**config.mk**
```make
export PLATFORM = sky130hd
export DESIGN_NAME = fcla_lane
export DESIGN_NICKNAME = d
export VERILOG_FILES = /design/src/hdl/four_channel_level_averager_top_macros.svh /design/src/hdl/fcla_pkg.sv /design/src/hdl/fcla_lane.sv
export SDC_FILE = /design/constraint.sdc
export NUM_CORES = 1
export LEC_CHECK = 0
export ABC_CLOCK_PERIOD_IN_PS = 7900
export BUFFER_PORTS_ARGS = -buffer_cell sky130_fd_sc_hd__buf_2
export CELL_PAD_IN_SITES_DETAIL_PLACEMENT = 1
export CELL_PAD_IN_SITES_GLOBAL_PLACEMENT = 2
export CORE_MARGIN = 8
export CORE_UTILIZATION = 44
export CTS_CLUSTER_SIZE = 10
export DETAILED_ROUTE_END_ITERATION = 16
export GPL_TIMING_DRIVEN = 0
export HOLD_SLACK_MARGIN = 0.12
export PLACE_DENSITY = 0.94
export SLEW_MARGIN = 10
export SYNTH_ARGS = -nofsm -noshare
export SYNTH_HDL_FRONTEND = slang
export SYNTH_SLANG_ARGS = --single-unit
```
**constraint.sdc**
```tcl
create_clock -name clk -period 7.9 [get_ports clk]
set_clock_uncertainty 0.2 [all_clocks]
set_input_delay 0.79 -clock clk [delete_from_list [all_inputs] [get_ports clk]]
set_output_delay 0.79 -clock clk [all_outputs]
set_load 0.02 [all_outputs]
```
**src/hdl/four_channel_level_averager_top_macros.svh**
```systemverilog
// assertion macros for the level averager
`ifndef FOUR_CHANNEL_LEVEL_AVERAGER_TOP_MACROS_SVH
`define FOUR_CHANNEL_LEVEL_AVERAGER_TOP_MACROS_SVH

// same-cycle implication under synchronous reset
`define FCLA_ASSERT_NOW(lbl, clk, rst_n, ante, cons) \
  lbl: assert property (@(posedge clk) disable iff (!rst_n) (ante) |-> (cons)) \
    else $error("fcla assertion failed");

// next-cycle implication under synchronous reset
`define FCLA_ASSERT_NEXT(lbl, clk, rst_n, ante, cons) \
  lbl: assert property (@(posedge clk) disable iff (!rst_n) (ante) |=> (cons)) \
    else $error("fcla assertion failed");

`endif

```
**src/hdl/fcla_pkg.sv**
```systemverilog
package fcla_pkg;

  localparam int NUM_CH     = 4;
  localparam int SAMPLE_W   = 12;
  localparam int LEVEL_W    = 7;
  localparam int MEAN_W     = SAMPLE_W;
  localparam int SAMPLE_MAX = (1 << SAMPLE_W) - 1;

  localparam int WINDOW    = 500;
  localparam int SLOT_W    = (WINDOW > 1) ? $clog2(WINDOW) : 1;
  localparam int SUM_W     = $clog2(WINDOW * SAMPLE_MAX + 1);
  localparam int DIV_SH    = SUM_W;
  localparam int DIV_PROD_W = 2 * SUM_W + 1;
  localparam int DIV_RECIP = (1 << DIV_SH) / WINDOW;

  localparam int FULL_MEAN  = 650;
  localparam int EMPTY_MEAN = 20;
  localparam int SCALE_NUM  = 15873;
  localparam int SCALE_DEN  = 100000;
  localparam int FULL_LEVEL = 100;

  localparam int T_W        = $clog2(FULL_MEAN - EMPTY_MEAN + 1);
  localparam int Y_W        = $clog2(((1 << T_W) - 1) * SCALE_NUM + 1);
  localparam int MAP_SH     = Y_W;
  localparam int MAP_PROD_W = 2 * Y_W;
  localparam int MAP_RECIP  = (1 << MAP_SH) / SCALE_DEN;

  localparam int LANE_STAGES = 6;
  localparam int PIPE_STAGES = LANE_STAGES + 1;

  typedef enum logic [1:0] {
    CLS_EMPTY,
    CLS_MID,
    CLS_FULL
  } level_cls_t;

  typedef logic [NUM_CH-1:0][SAMPLE_W-1:0] ring_row_t;

  typedef struct packed {
    logic                   acc;
    logic [LANE_STAGES-1:0] load;
  } lane_ctrl_t;

  typedef struct packed {
    logic [SAMPLE_W-1:0] sample_ch0;
    logic [SAMPLE_W-1:0] sample_ch1;
    logic [SAMPLE_W-1:0] sample_ch2;
    logic [SAMPLE_W-1:0] sample_ch3;
  } in_item_t;

  typedef struct packed {
    logic [LEVEL_W-1:0] level_ch0;
    logic [LEVEL_W-1:0] level_ch1;
    logic [LEVEL_W-1:0] level_ch2;
    logic [LEVEL_W-1:0] level_ch3;
  } out_item_t;

endpackage

```
**src/hdl/fcla_lane.sv**
```systemverilog
module fcla_lane (
  input  logic                          clk,
  input  logic                          rst_n,
  input  fcla_pkg::lane_ctrl_t          ctrl,
  input  logic [fcla_pkg::SAMPLE_W-1:0] sample_new,
  input  logic [fcla_pkg::SAMPLE_W-1:0] sample_old,
  output logic [fcla_pkg::LEVEL_W-1:0]  level
);
  import fcla_pkg::*;

  localparam logic [SUM_W:0]      DIV_RECIP_V = (SUM_W+1)'(DIV_RECIP);
  localparam logic [SUM_W-1:0]    WIN_V       = SUM_W'(WINDOW);
  localparam logic [Y_W-1:0]      MAP_RECIP_V = Y_W'(MAP_RECIP);
  localparam logic [Y_W-1:0]      DEN_V       = Y_W'(SCALE_DEN);

  logic [SUM_W-1:0]      sum_r, sum_nxt;
  logic [SUM_W-1:0]      s1_sum_r;
  logic [DIV_PROD_W-1:0] s2_prod_r;
  logic [SUM_W-1:0]      s2_sum_r;
  logic [MEAN_W-1:0]     s3_q_r;
  logic [SUM_W-1:0]      s3_rem_r;
  logic [Y_W-1:0]        s4_y_r;
  level_cls_t            s4_cls_r;
  logic [MAP_PROD_W-1:0] s5_prod_r;
  logic [Y_W-1:0]        s5_y_r;
  level_cls_t            s5_cls_r;
  logic [LEVEL_W-1:0]    s6_q_r;
  logic [Y_W-1:0]        s6_rem_r;
  level_cls_t            s6_cls_r;

  logic [MEAN_W-1:0]     q0_c;
  logic [MEAN_W-1:0]     mean_c;
  logic [T_W-1:0]        t_c;
  level_cls_t            cls_c;
  logic [LEVEL_W-1:0]    q2_c;
  logic [LEVEL_W-1:0]    lvl_mid_c;

  assign sum_nxt = sum_r - SUM_W'(sample_old) + SUM_W'(sample_new);

  always_ff @(posedge clk) begin
    if (!rst_n) begin
      sum_r <= '0;
    end else if (ctrl.acc) begin
      sum_r <= sum_nxt;
    end
  end

  // mean by reciprocal, then one correction step
  assign q0_c   = s2_prod_r[DIV_SH +: MEAN_W];
  assign mean_c = (s3_rem_r >= WIN_V) ? MEAN_W'(s3_q_r + 1'b1) : s3_q_r;
  assign t_c    = T_W'(mean_c - MEAN_W'(EMPTY_MEAN));

  always_comb begin
    if (mean_c >= MEAN_W'(FULL_MEAN)) begin
      cls_c = CLS_FULL;
    end else if (mean_c < MEAN_W'(EMPTY_MEAN)) begin
      cls_c = CLS_EMPTY;
    end else begin
      cls_c = CLS_MID;
    end
  end

  assign q2_c      = s5_prod_r[MAP_SH +: LEVEL_W];
  assign lvl_mid_c = (s6_rem_r >= DEN_V) ? LEVEL_W'(s6_q_r + 1'b1) : s6_q_r;

  always_ff @(posedge clk) begin
    if (ctrl.load[0]) begin
      s1_sum_r <= sum_nxt;
    end
    if (ctrl.load[1]) begin
      s2_prod_r <= DIV_PROD_W'(s1_sum_r) * DIV_PROD_W'(DIV_RECIP_V);
      s2_sum_r  <= s1_sum_r;
    end
    if (ctrl.load[2]) begin
      s3_q_r   <= q0_c;
      s3_rem_r <= s2_sum_r - SUM_W'(SUM_W'(q0_c) * WIN_V);
    end
    if (ctrl.load[3]) begin
      s4_y_r   <= Y_W'(t_c) * Y_W'(SCALE_NUM);
      s4_cls_r <= cls_c;
    end
    if (ctrl.load[4]) begin
      s5_prod_r <= MAP_PROD_W'(s4_y_r) * MAP_PROD_W'(MAP_RECIP_V);
      s5_y_r    <= s4_y_r;
      s5_cls_r  <= s4_cls_r;
    end
    if (ctrl.load[5]) begin
      s6_q_r   <= q2_c;
      s6_rem_r <= s5_y_r - Y_W'(Y_W'(q2_c) * DEN_V);
      s6_cls_r <= s5_cls_r;
    end
  end

  always_comb begin
    unique case (s6_cls_r)
      CLS_FULL:  level = LEVEL_W'(FULL_LEVEL);
      CLS_MID:   level = lvl_mid_c;
      default:   level = '0;
    endcase
  end

endmodule

```
; Word-level counts from Yosys, hierarchy flattened
; Cells that the tools add are included.
[word_totals]
regBits = 244
output_inout_bits = 7
word_cells = 36
[classes]
addsub = 7
n_mul = 5
order_cmp = 4
eq_ne = 2
mux = 4
[op_table]
columns = operator, count
row1 = $mul A21 B12 Y32 const B, 1
row2 = $mul A24 B8 Y31 const B, 1
row3 = $ge A24 B17 Y1 const B, 1
row4 = $mul A10 B14 Y24 const B, 1
row5 = $sub A24 B24 Y24, 1
row6 = $add A21 B12 Y21, 1
row7 = $ge A21 B9 Y1 const B, 1
row8 = $sub A21 B12 Y21, 1
row9 = $sub A21 B21 Y21, 1
row10 = $mul A12 B7 Y19 const B, 1
row11 = $mul A7 B12 Y19 const B, 1
row12 = $pmux W7 S2, 1
row13 = $add A12 B1 Y12 const B, 1
row14 = $ge A12 B10 Y1 const B, 1
row15 = $lt A12 B5 Y1 const B, 1
row16 = $mux W12, 1
row17 = $sub A10 B5 Y10 const B, 1
row18 = $add A7 B1 Y7 const B, 1
row19 = $mux W7, 1
row20 = $eq A2 B1 Y1 const B, 1
row21 = $eq A2 B2 Y1 const B, 1
row22 = $mux W1, 1

; Longest topological paths before layout
[logic_depth]
word_depth = 4
ltp_mapped = 25

; Worst setup path after synthesis
; OpenSTA, ideal clock, no wires.
[synth_timing]
path_type = reg2reg
from = register s3_rem_r[15]
to = register s4_y_r[23] (data pin)
arrival_time_ps = 5947
t_required_ps = 7440
slack_ps = 1493
path_stages_with_launch = 24
n_path_buf = 0
period_less_slack_ps = 6407
path_cell_list = edfxtp_1 -> nor4_2 -> nand3_2 -> nor2_1 -> nor2_1 -> nand2_1 -> xor2_1 -> ha_1 -> o21ai_0 -> nand3b_1 -> xor2_1 -> fa_1 -> inv_1 -> fa_1 -> fa_1 -> inv_1 -> ha_1 -> ha_1 -> ha_1 -> and3_1 -> a211o_1 -> a31oi_1 -> o21bai_1 -> xnor2_1
[synth_via]
elab_chain_len = 4
[synth_rtl]
columns = item, line_no
row1 = start: declaration, fcla_lane.sv:21  ; logic [SUM_W-1:0] s3_rem_r;
row2 = start signal: assignment, fcla_lane.sv:76  ; s3_rem_r <= s2_sum_r - SUM_W'(SUM_W'(q0_c) * WIN_V);
row3 = $ge A21 B9 Y1, fcla_lane.sv:50  ; assign mean_c = (s3_rem_r >= WIN_V) ? MEAN_W'(s3_q_r + 1'b1) : s3_q_r;
row4 = $mux W12, fcla_lane.sv:50
row5 = $sub A10 B5 Y10, fcla_lane.sv:51  ; assign t_c = T_W'(mean_c - MEAN_W'(EMPTY_MEAN));
row6 = via t_c[8], fcla_lane.sv:33  ; logic [T_W-1:0] t_c;
row7 = $mul A10 B14 Y24, fcla_lane.sv:79  ; s4_y_r <= Y_W'(t_c) * Y_W'(SCALE_NUM);
row8 = end signal: assignment, fcla_lane.sv:79
row9 = end: declaration, fcla_lane.sv:22  ; logic [Y_W-1:0] s4_y_r;
; The timed path passes the listed nets, and every way through them passes these cells.
; A chain may end at the register's enable or synchronous reset.

; Worst setup path in the final report
[layout_timing]
from = register s3_rem_r[18]
to = register s4_y_r[23] (data pin)
; The elaborated chain is that of the path after synthesis.

==> impl_metrics.csv <==
group,metric,value,unit
die,start_util,44.5,%
timing,finalCriticalPeriod,7270,ps
place,dp_cells,2547,
clock_network,path_clk_slew,80,ps
clock_network,cts_resized,0,
min_path,whs_endpoint,"s6_cls_r[1]$_DFFE_PP_",
cells_and_area,drive_above_1_share,5.31,%
run,cap_violations,0,
timing,maxSlewViolCount,0,
critical_path,worstPathRequired,7920,ps
place,hpwlAfterDp,37.7,mm
logic_synthesis,synth_cells,1909,
timing,rsz0062_at_grt,"false",
logic_synthesis,ys.flop_type,"edfxtp_1",
min_path,hold_start,"s5_cls_r[1]$_DFFE_PP_",
logic_synthesis,syn_area,20200,um2
clock_network,clock_path_buffers,2,
place,portBuffers,38,
critical_path,critPathCaptureType,"flop",
grt,grt_overflow_total,0,
clock_network,cts_max_level,4,
clock_network,cts_tree,"yes",
routing,drc,0,
clock_network,cts-hold-fix-buffers,0,
grt,track_usage,17.8,%
min_path,hold_class,"flop to flop",
timing,fmax,0.138,GHz
routing,wire_per_inst,17.3,um
die,die_w,230,um
timing,layout_setup_ws,629,ps
clock_network,clock_latency,480,ps
critical_path,r2r_slack,630,ps
logic_synthesis,yosys_warnings,0,
critical_path,critical_path.max_fanout,7,
cells_and_area,nets,2570,
logic_synthesis,ys_types,75,
critical_path,worstPathArrival,7290,ps
routing,dr.first_iter.drc_count,403,
routing,first_pass_iters,4,
grt,grt_max_degree,32,
critical_path,critPathKind,"flop to flop",
timing,setup_viol,0,
grt,grt_pass1_wl,76.7,mm
logic_synthesis,synth_area_leaders,"ha_1 25%, edfxtp_1 25%, fa_1 16%",
timing,worst_pin_slew,899,ps
logic_synthesis,yosysTopAreaCell,"ha_1",
die,ios,40,
clock_network,clock_sinks,186,
timing,final.setup.tns,0,ps
place,place.gp.congestion,0.835,
logic_synthesis,async_flop_share,0,%
critical_path,critPathLaunchType,"flop",
timing,period_share,92.0,%
cells_and_area,stdcell_count,2580,
cells_and_area,area_delta_synth_final,7.34,%
logic_synthesis,yosysTopAreaCellShare,25.3,%
routing,wirelength,44.8,mm
critical_path,rr_worst_depth,24,
place,pre_cts_slack,537,ps
critical_path,r2r-end,"s4_y_r[23]$_DFFE_PP_",
run_status,outcome,"complete, no violations",
critical_path,reg2reg_from,"s3_rem_r[18]$_DFFE_PP_",
die,dieArea,53000,um2
grt,grt_pass1_vias,15800,
logic_synthesis,ys_seq_area_share,26.6,%
clock_network,cts_buffers,17,
logic_synthesis,synthTopCellsByCount,"408 x ha_1, 401 x inv_1, 165 x edfxtp_1",
routing,route.vias.total,13700,
min_path,min_path_cells,0,
timing,hold_violations,0,
logic_synthesis,yosysMostFrequentCell,"ha_1",
logic_synthesis,syn_nets,2513,
die,placementRows,78,
logic_synthesis,ys_ff_latch,186,
grt,antenna_found_initial,0,
clock_network,post_cts_buffers,0,
clock_network,clock-root-buffer,"clkbuf_16",
timing,relSlewSlack,40.1,%
routing,antenna_left,0,
routing,vias_per_cell,5.31,
die,coreArea,45400,um2
die,die_h,230,um
logic_synthesis,synth_edf_count,165,
logic_synthesis,avgSynthCellArea,10.6,um2
## worst max-delay path by stage
stage | start | to | slack, ps
6_report | s3_rem_r[18]$_DFFE_PP_ | s4_y_r[23]$_DFFE_PP_ | 630
5_1_grt | s3_rem_r[18]$_DFFE_PP_ | s4_y_r[23]$_DFFE_PP_ | 110
4_1_cts | s3_rem_r[18]$_DFFE_PP_ | s4_y_r[23]$_DFFE_PP_ | 530
3_5_place_dp | s3_rem_r[18]$_DFFE_PP_ | s4_y_r[23]$_DFFE_PP_ | 540
3_3_place_gp | s3_rem_r[18]$_DFFE_PP_ | s4_y_r[23]$_DFFE_PP_ | 640
2_1_floorplan | s3_rem_r[15]$_DFFE_PP_ | s4_y_r[23]$_DFFE_PP_ | 1490
## through the flow
| stage | instance area, um2 | hold slack (ps) | utilization [%] |
|---|---|---|---|
| finish | 21700 | 229 | 47.8 |
| global placement | 21100 | 207 | 46.6 |
| detailed placement | 21100 | 208 | 46.6 |
| CTS | 21700 | 228 | 47.8 |
| floorplan | 20200 | 200 | - |
| global route | 21700 | 243 | 47.8 |
## sequential cells by signal (all words and copies together) (netlist names), 12 cells and up
signal and count:
s3_rem_r 19, s2_prod_r 12, s3_q_r 12, s2_sum_r 19, s5_y_r 19, s6_rem_r 19, sum_r 21, s1_sum_r 21
s4_y_r 24
## layout make-up
type / instances / area [um2]
fillers: 5047 / 23700
flip-flops and latches: 186 / 5380
clock inverters: 15 / 114
well taps: 600 / 751
diodes: 1 / 2.50
multi-input cells: 1315 / 13300
plain buffers: 7 / 26.3
clock buffers: 17 / 425
repair buffers: 38 / 190
inverters: 401 / 1510
## cells by family after synthesis
family	count (synthesis)	synth area share (%)
buffers and inverters	408	7.58
adders and majority gates	571	41.4
and+or+nand+nor	305	7.75
AOI/OAI and AO/OA	287	9.75
xor gates and xnor gates	133	5.91
muxes	19	0.954
DFF	186	26.6
## worst max-delay path, stage by stage (launching register included)
cell,delay (ps)
edfxtp_1,380
nor4_2,400
nand3_2,250
nor2_1,290
nor2_1,70
nand2_1,80
xor2_1,530
ha_1,290
o21ai_0,130
xor2_1,610
inv_1,150
fa_1,560
inv_1,80
ha_1,280
inv_1,50
fa_1,510
inv_1,60
fa_1,480
ha_1,310
ha_1,370
and3_1,220
a211o_1,320
a31oi_1,160
o21bai_1,90
xnor2_1,140
## per-layer routing
| metal | track usage, % | share of wire (%) | vias up |
|---|---|---|---|
| met4 | 6.00 | 2.5 | 0 |
| met2 | 33.7 | 54 | 133 |
| met5 | 0 | 0 | - |
| li1 | - | - | 6596 |
| met3 | 2.79 | 2.0 | 75 |
| met1 | 19.9 | 41 | 6888 |
## placed cells by master (no fill, tap or decap), types with 23 or more instances in the layout
master and instances:
a21o_1 36, a21oi_1 77, and3_1 23, buf_2 38, edfxtp_1 165, fa_1 163, ha_1 408, inv_1 401
nand2_1 58, nor2_1 83, nor2b_1 28, o21a_1 24, o21ai_0 44, xnor2_1 87, xor2_1 43
Power is left out: the tool's default activity adds up to more than one toggle a clock period on the data nets, which glitch-free logic cannot reach.
